[config.mk]
export PLATFORM = sky130hd
export DESIGN_NAME = pidlp_ctrl
export DESIGN_NICKNAME = d
export VERILOG_FILES = /design/src/hdl/pidlp_pkg.sv /design/src/hdl/pidlp_ctrl.sv
export SDC_FILE = /design/constraint.sdc
export NUM_CORES = 1
export LEC_CHECK = 0
export ABC_CLOCK_PERIOD_IN_PS = 1550
export BUFFER_PORTS_ARGS = -buffer_cell sky130_fd_sc_hd__buf_2
export CAP_MARGIN = 20
export CELL_PAD_IN_SITES_DETAIL_PLACEMENT = 0
export CELL_PAD_IN_SITES_GLOBAL_PLACEMENT = 1
export CORE_MARGIN = 2
export CORE_UTILIZATION = 35
export DETAILED_ROUTE_END_ITERATION = 6
export GPL_ROUTABILITY_DRIVEN = 0
export HOLD_SLACK_MARGIN = 0.05
export PLACE_DENSITY_LB_ADDON = 0.1
export SYNTH_ARGS = -nofsm -noshare
export SYNTH_HDL_FRONTEND = slang
export SYNTH_SLANG_ARGS = --single-unit
[constraint.sdc]
create_clock -name clk -period 1.55 [get_ports clk]
set_input_delay 0.2325 -clock clk [delete_from_list [all_inputs] [get_ports clk]]
set_output_delay 0.2325 -clock clk [all_outputs]
set_load 0.03 [all_outputs]
[src/hdl/pidlp_pkg.sv]
// ----------------------------------------------------------------------------
// pidlp_pkg
// Shared types, codes and helpers for the filtered-term PID controller.
// ----------------------------------------------------------------------------
package pidlp_pkg;

  localparam int FRAC_BITS_DEF = 16;

  // Dividend width of the shared divider (holds every rounded numerator).
  localparam int NUM_W  = 66;
  // Multiplier operand and product widths.
  localparam int MA_W   = 35;
  localparam int MB_W   = 33;
  localparam int PROD_W = MA_W + MB_W;
  // Integral step is clamped to +-2^TERM_SH; anything beyond clamps anyway.
  localparam int TERM_SH = 33;
  localparam int TERM_W  = TERM_SH + 2;

  localparam int CFG_IDX_W = 3;
  localparam logic [CFG_IDX_W-1:0] CFG_P_GAIN = 3'd0;
  localparam logic [CFG_IDX_W-1:0] CFG_I_GAIN = 3'd1;
  localparam logic [CFG_IDX_W-1:0] CFG_D_GAIN = 3'd2;
  localparam logic [CFG_IDX_W-1:0] CFG_P_TC   = 3'd3;
  localparam logic [CFG_IDX_W-1:0] CFG_I_TC   = 3'd4;
  localparam logic [CFG_IDX_W-1:0] CFG_D_TC   = 3'd5;

  // Filter slots.
  localparam logic [1:0] FILT_P = 2'd0;
  localparam logic [1:0] FILT_I = 2'd1;
  localparam logic [1:0] FILT_D = 2'd2;

  typedef enum logic [4:0] {
    OP_IDLE,
    OP_LATCH,
    OP_MUL_TCF,
    OP_MUL_DTE,
    OP_NUM_ADD,
    OP_FDIV_GO,
    OP_WAIT,
    OP_FDIV_END,
    OP_MUL_P,
    OP_P_TAKE,
    OP_MUL_I,
    OP_T_TAKE,
    OP_MUL_TDT,
    OP_I_TAKE,
    OP_MUL_D,
    OP_DDIV_GO,
    OP_DDIV_END,
    OP_SUM
  } dp_op_t;

  typedef enum logic [3:0] {
    ST_IDLE,
    ST_F_MUL_TC,
    ST_F_MUL_DT,
    ST_F_ADD,
    ST_F_DIV,
    ST_F_WAIT,
    ST_P_MUL,
    ST_P_TAKE,
    ST_I_MUL,
    ST_I_TAKE,
    ST_I_MUL_DT,
    ST_I_ADD,
    ST_D_MUL,
    ST_D_DIV,
    ST_D_WAIT,
    ST_SUM
  } ctrl_st_t;

  typedef struct packed {
    dp_op_t     op;
    logic [1:0] idx;
  } dp_cmd_t;

  typedef struct packed {
    logic div_done;
    logic out_free;
  } dp_stat_t;

  typedef struct packed {
    logic [31:0] v;
    logic        hit;
  } sat32_t;

  // Clamp to the 32-bit signed range; flag when the value lay outside it.
  function automatic sat32_t sat32(input logic signed [PROD_W-1:0] x);
    sat32_t r;
    logic   fits;
    fits = (x[PROD_W-1:31] == '0) || (x[PROD_W-1:31] == '1);
    r.hit = !fits;
    if (fits) begin
      r.v = x[31:0];
    end else if (x[PROD_W-1]) begin
      r.v = 32'h8000_0000;
    end else begin
      r.v = 32'h7FFF_FFFF;
    end
    return r;
  endfunction

endpackage

[src/hdl/pidlp_ctrl.sv]
// ----------------------------------------------------------------------------
// pidlp_ctrl
// Sequencer: steps the datapath through filters, P, I, D and the final sum.
// ----------------------------------------------------------------------------
module pidlp_ctrl (
  input  logic                 clk,
  input  logic                 rst_n,
  input  logic                 in_valid,
  output logic                 in_ready,
  output pidlp_pkg::dp_cmd_t   cmd,
  input  pidlp_pkg::dp_stat_t  stat
);

  pidlp_pkg::ctrl_st_t state_r, state_nxt;
  logic [1:0]          idx_r, idx_nxt;

  always_comb begin
    state_nxt = state_r;
    idx_nxt   = idx_r;
    case (state_r)
      pidlp_pkg::ST_IDLE: begin
        if (in_valid) begin
          state_nxt = pidlp_pkg::ST_F_MUL_TC;
          idx_nxt   = pidlp_pkg::FILT_P;
        end
      end
      pidlp_pkg::ST_F_MUL_TC: state_nxt = pidlp_pkg::ST_F_MUL_DT;
      pidlp_pkg::ST_F_MUL_DT: state_nxt = pidlp_pkg::ST_F_ADD;
      pidlp_pkg::ST_F_ADD:    state_nxt = pidlp_pkg::ST_F_DIV;
      pidlp_pkg::ST_F_DIV:    state_nxt = pidlp_pkg::ST_F_WAIT;
      pidlp_pkg::ST_F_WAIT: begin
        if (stat.div_done) begin
          if (idx_r == pidlp_pkg::FILT_D) begin
            state_nxt = pidlp_pkg::ST_P_MUL;
          end else begin
            state_nxt = pidlp_pkg::ST_F_MUL_TC;
            idx_nxt   = idx_r + 2'd1;
          end
        end
      end
      pidlp_pkg::ST_P_MUL:    state_nxt = pidlp_pkg::ST_P_TAKE;
      pidlp_pkg::ST_P_TAKE:   state_nxt = pidlp_pkg::ST_I_MUL;
      pidlp_pkg::ST_I_MUL:    state_nxt = pidlp_pkg::ST_I_TAKE;
      pidlp_pkg::ST_I_TAKE:   state_nxt = pidlp_pkg::ST_I_MUL_DT;
      pidlp_pkg::ST_I_MUL_DT: state_nxt = pidlp_pkg::ST_I_ADD;
      pidlp_pkg::ST_I_ADD:    state_nxt = pidlp_pkg::ST_D_MUL;
      pidlp_pkg::ST_D_MUL:    state_nxt = pidlp_pkg::ST_D_DIV;
      pidlp_pkg::ST_D_DIV:    state_nxt = pidlp_pkg::ST_D_WAIT;
      pidlp_pkg::ST_D_WAIT: begin
        if (stat.div_done) begin
          state_nxt = pidlp_pkg::ST_SUM;
        end
      end
      pidlp_pkg::ST_SUM: begin
        if (stat.out_free) begin
          state_nxt = pidlp_pkg::ST_IDLE;
        end
      end
      default: state_nxt = pidlp_pkg::ST_IDLE;
    endcase
  end

  always_comb begin
    cmd.idx  = idx_r;
    cmd.op   = pidlp_pkg::OP_IDLE;
    in_ready = 1'b0;
    case (state_r)
      pidlp_pkg::ST_IDLE: begin
        in_ready = 1'b1;
        if (in_valid) begin
          cmd.op = pidlp_pkg::OP_LATCH;
        end
      end
      pidlp_pkg::ST_F_MUL_TC: cmd.op = pidlp_pkg::OP_MUL_TCF;
      pidlp_pkg::ST_F_MUL_DT: cmd.op = pidlp_pkg::OP_MUL_DTE;
      pidlp_pkg::ST_F_ADD:    cmd.op = pidlp_pkg::OP_NUM_ADD;
      pidlp_pkg::ST_F_DIV:    cmd.op = pidlp_pkg::OP_FDIV_GO;
      pidlp_pkg::ST_F_WAIT: begin
        cmd.op = stat.div_done ? pidlp_pkg::OP_FDIV_END : pidlp_pkg::OP_WAIT;
      end
      pidlp_pkg::ST_P_MUL:    cmd.op = pidlp_pkg::OP_MUL_P;
      pidlp_pkg::ST_P_TAKE:   cmd.op = pidlp_pkg::OP_P_TAKE;
      pidlp_pkg::ST_I_MUL:    cmd.op = pidlp_pkg::OP_MUL_I;
      pidlp_pkg::ST_I_TAKE:   cmd.op = pidlp_pkg::OP_T_TAKE;
      pidlp_pkg::ST_I_MUL_DT: cmd.op = pidlp_pkg::OP_MUL_TDT;
      pidlp_pkg::ST_I_ADD:    cmd.op = pidlp_pkg::OP_I_TAKE;
      pidlp_pkg::ST_D_MUL:    cmd.op = pidlp_pkg::OP_MUL_D;
      pidlp_pkg::ST_D_DIV:    cmd.op = pidlp_pkg::OP_DDIV_GO;
      pidlp_pkg::ST_D_WAIT: begin
        cmd.op = stat.div_done ? pidlp_pkg::OP_DDIV_END : pidlp_pkg::OP_WAIT;
      end
      pidlp_pkg::ST_SUM: begin
        if (stat.out_free) begin
          cmd.op = pidlp_pkg::OP_SUM;
        end
      end
      default: cmd.op = pidlp_pkg::OP_IDLE;
    endcase
  end

  always_ff @(posedge clk) begin
    if (!rst_n) begin
      state_r <= pidlp_pkg::ST_IDLE;
      idx_r   <= pidlp_pkg::FILT_P;
    end else begin
      state_r <= state_nxt;
      idx_r   <= idx_nxt;
    end
  end

  a_idx_range: assert property (@(posedge clk) disable iff (!rst_n)
    idx_r != 2'd3)
    else $error("filter slot out of range");

endmodule

# After elaboration in Yosys (flattened, before gate mapping)
# Cells that the tools add are included.
# classes
eq_ne	21
reduce_logical	4
n_mux	16
add_sub_neg	1
# op_table
cell	n
case mux 5 bit (16 select lines)	1
case mux 4 bit (16 select lines)	1
equality test 4 bit, second input constant	8
equality test 4 x 3 -> 1 bit, second input constant	4
2-to-1 mux 4 bit	4
2-to-1 mux 5 bit	2
!= test 2 bit, second input constant	5
equality test 4 x 2 -> 1 bit, second input constant	2
AND reduction 4 bit	2
2-to-1 mux 2 bit	3
equality test 4 x 1 -> 1 bit, second input constant	1
zero test 4 bit	1
case mux 2 bit (2 select lines)	1
2-to-1 mux 1 bit	3
2-to-1 mux 3 bit	1
adder 2 x 1 -> 2 bit, second input constant	1
equality test 2 bit, second input constant	1
nonzero test 2 bit	1
# word_totals
reg_bits	6

# Logic depth before layout (Yosys ltp)
# depth
depth_word	4
depth_mapped	6
depth_no_buf	6

# Worst setup path after synthesis
# No wires, ideal clock.
# synth_path
kind	register -> output
from	reg state_r[1]
to	out in_ready
path_slack_ps	-180
arrival_time_ps	1497
required_ps	1317
stages_incl_launch_ff	3
cell_sequence	dfxtp_1 > clkbuf_1 > nor4_1
# synth_via
elab_chain_len	2
# synth_rtl
item	line_no	text
from (decl)	pidlp_ctrl.sv:14	pidlp_pkg::ctrl_st_t state_r, state_nxt;
from (signal assigned)	pidlp_ctrl.sv:103	state_r <= pidlp_pkg::ST_IDLE;
from (signal assigned)	pidlp_ctrl.sv:106	state_r <= state_nxt;
zero test 4 bit	pidlp_ctrl.sv:67	case (state_r)
2-to-1 mux 1 bit	pidlp_ctrl.sv:67	
to (decl)	pidlp_ctrl.sv:9	output logic in_ready,
# No other way between the ends.

==> results by stage <==
Layout:
- In the layout the commonest cells are sky130_fd_sc_hd__buf_4, sky130_fd_sc_hd__nor2_1, sky130_fd_sc_hd__buf_2, sky130_fd_sc_hd__inv_1.
- Compared with the post-synthesis result, the final layout area differs by 51.9%.
- Summing all non-filler instances in the final layout gives an area of 787 um2.
- The net total in the final layout is 99.
- The final instance count without filler cells is 106.
- In the final layout, the share of cells above drive strength 1 is 51.6%.
- The library cell used most frequently in the layout, excluding fill and tap cells, is sky130_fd_sc_hd__buf_4.
- The number of antenna diodes in the final layout is 0.

Clocking:
- At the later pin of the worst-skew pair, clock insertion delay measures 0.24 ns.
- The clock passes through at most 2 buffers.
- TritonCTS created 3 clock buffers.
- The buffer type at the clock tree root is sky130_fd_sc_hd__clkbuf_4.
- The register clock-pin slew on the reported worst setup and hold paths is 0.05 ns.
- TritonCTS built the clock tree.
- The number of clock sinks is 6.
- The hold-fix buffer count after cts is 0.
- The CTS H-tree depth is 1.

Timing:
- Setup repair after global routing could not meet its margin everywhere.
- The post-route minimum period is 1.52 ns.
- The tightest hold path in the finished design has a slack of 0.314 ns.
- The total setup violations reported at the end of the flow is 0.
- The count of pins over their slew limit is 0.
- The top achievable clock speed is 659 MHz.
- The count of final hold-check violations is 0.
- The relative slew slack is a little over four fifths.
- Clock skew on the completed layout was measured at 0.00106 ns.
- After layout, the worst path uses 97.9% of the clock period.
- The transition time at the pin with the least slew margin is 0.229 ns.
- Adding up every negative setup slack in the final design gives 0 ns.

Power:
- The overall power consumption is ~1.1 mW.
- VDD sags by at most 0.734 mV.
- The reported leakage power is approximately 0.33 nW.
- For this design the ratio of total power to cell area is between 1000 and 1500 nW/um2.

Worst hold path:
- The worst hold path begins at rst_n.
- The hold path endpoint is idx_r[0]$_SDFFE_PN0P_.
- The min-delay analysis places its worst path in the category in -> reg.
- The worst hold path was traced through 3 stages.

Route:
- The total number of vias is 559.
- In the routed design, unresolved DRC markers number 0.
- The count of nets left with antenna violations once routing finished came out at 0.
- The initial DRC count is 15.
- Before antenna repair, the detailed router went through 4 iterations.
- In the final routed layout, each cell accounts on average for 12.3 um.
- After detailed routing, the number of vias per cell comes to 5.27.
- The final wirelength is approximately 1300 um.

Setup path:
- The data arrival time of the critical path is approximately 1.3 ns.
- STA classifies the critical path startpoint as a flop.
- The start-to-end type of the worst setup path is reg -> out.
- The launch point of the worst reg-to-reg path is state_r[2]$_SDFFE_PN0P_.
- The end of the worst register-to-register path is state_r[0]$_SDFFE_PN0P_.
- The worst endpoint required time is roughly 1.3 ns.
- Tracing the worst setup path back leads to its startpoint at state_r[0]$_SDFFE_PN0P_.
- The endpoint kind of the worst setup timing path is an output pin.
- In this run the worst path has a maximum fanout of 6.
- The setup slack of the most critical reg-to-reg path is around 0.080 ns.
- The path depth of the worst reg2reg path is 5.

Synthesis:
- The post-synth net total is 74.
- The count of flip-flops with a built-in enable after synthesis is 0.
- The post-synthesis average cell area is 7.62 um2.
- Synthesis produced 68 cells.
- Sorting the synthesized cells by area gives the leading types as sky130_fd_sc_hd__dfxtp_1, sky130_fd_sc_hd__nor2_1, sky130_fd_sc_hd__mux2i_1.
- The sequential cell area fraction in the yosys report is 23.2%.
- The number of library cell types mapped by synthesis is 31.
- Counting flops with an async set or reset pin after synthesis yields a share of 0%.
- The flip-flop and latch count after synthesis is 6.
- The biggest area consumer among synthesized cells is sky130_fd_sc_hd__dfxtp_1.
- Summed over its instances, the top area cell type makes up 23.2% of the synthesized netlist area.
- The primary flip-flop cell chosen by synthesis mapping is sky130_fd_sc_hd__dfxtp_1.
- The mapped netlist covers 518 um2.
- Yosys printed 0 warnings.

Die:
- The vertical extent of the die is between 40 and 50 um.
- The number of rows in the core area is 13.
- The die covers between 1500 and 2000 um2.
- 13 I/O pins were placed.
- The core region is 1330 um2.
- From left edge to right edge, the die measures 42.5 um.
- The effective utilization at floorplan is 38.8%.

Placement:
- The placed instance count is slightly below 100.
- The estimated wirelength of the detail-placed design is between 900 and 1000 um.
- The count of buffers added on input and output ports is 12.
- The instance area at placement is 642 um2.

Global routing:
- The total routing usage reported by global routing is 14.6%.
- After global routing the overflow that remains totals 0.
- The via count of the first global-routing pass came to just under 500.
- Entering global routing, the biggest net connects 11 pins.
- The global-route wire length before repair is roughly 2000 um.
- The number of antenna violations at the first check in global routing is 0.

Run:
- Max-cap violations in this run came to 0.

Outcome:
- The run finished with clean final reports.
## final cells by class
type / instances / area, um2
clock buffer: 3 / 22.5
fill: 123 / 547
inverter: 6 / 25.0
multi-input combinational: 51 / 393
sequential: 6 / 131
tap: 15 / 18.8
timing repair buffer: 25 / 196
## Yosys cell counts, types with 2 or more instances
master                     count
sky130_fd_sc_hd__a211oi_1      2
sky130_fd_sc_hd__a21oi_1       2
sky130_fd_sc_hd__a31oi_1       2
sky130_fd_sc_hd__buf_2         2
sky130_fd_sc_hd__clkbuf_1      2
sky130_fd_sc_hd__dfxtp_1       6
sky130_fd_sc_hd__inv_1         6
sky130_fd_sc_hd__mux2i_1       3
sky130_fd_sc_hd__nand2_1       4
sky130_fd_sc_hd__nor2_1       11
sky130_fd_sc_hd__nor3_1        4
sky130_fd_sc_hd__o21ai_0       5
## cells by family (layout without fill, tap and decap cells)
family                   count (synthesis)  count (layout)  synth area share (%)
adder cells (fa/ha/maj)                  1               1                  2.42
AND/OR/NAND/NOR                         27              27                  28.7
AO/OA/AOI/OAI                           19              19                  28.3
XOR/XNOR                                 1               1                  1.69
buffers and inverters                   11              34                  9.90
multiplexers                             3               3                  5.80
flip-flops                               6               6                  23.2
## critical path, cell delays in order, from the launching register on
cell and delay (ns):
sky130_fd_sc_hd__dfxtp_4 0.37, sky130_fd_sc_hd__buf_4 0.15, sky130_fd_sc_hd__mux2i_1 0.14, sky130_fd_sc_hd__nor3_2 0.17, sky130_fd_sc_hd__clkbuf_4 0.21
## metrics by stage
| stage | setup slack [ns] | utilization (%) |
|---|---|---|
| floorplan | -0.180 | - |
| global placement | 0.0732 | 48.1 |
| detailed placement | 0.0771 | 48.1 |
| CTS | -0.0168 | 52.5 |
| global route | -0.00910 | 59.0 |
| finish | 0.0332 | 59.0 |
## layer usage
metal	vias to the layer above	routed length [um]	track usage, %	part of all wire [%]
met1	246	657	19.9	50
met3	2	73	2.59	5.6
met2	19	567	22.8	43
met4	0	6	5.63	0.46
met5	-	0	0	0
li1	292	-	-	-
## worst max path at each step
stage	end	slack (ns)
3_3_place_gp	cmd[3]	0.07
6_report	cmd[6]	0.03
5_1_grt	cmd[2]	-0.009
2_1_floorplan	in_ready	-0.18
4_1_cts	cmd[2]	-0.02
3_5_place_dp	cmd[3]	0.08
## registers in the layout, indices dropped and copies added, names as in the netlist
register / flops
state_r: 4
idx_r: 2
## power breakdown
part	internal, mW	switching (mW)
registers	0.190	0.0512
logic	0.351	0.368
clock network	0.0879	0.0609
## what timing repair did
| item | 4_1_cts | 5_1_grt |
|---|---|---|
| resized for setup | 10 | 15 |
| pin swaps | 2 | 4 |
| cloned | 0 | 1 |
| endpoints found under the setup margin | 4 | 4 |
| setup buffers | 2 | 2 |
Note: power is estimated with default switching activity, not from simulation.
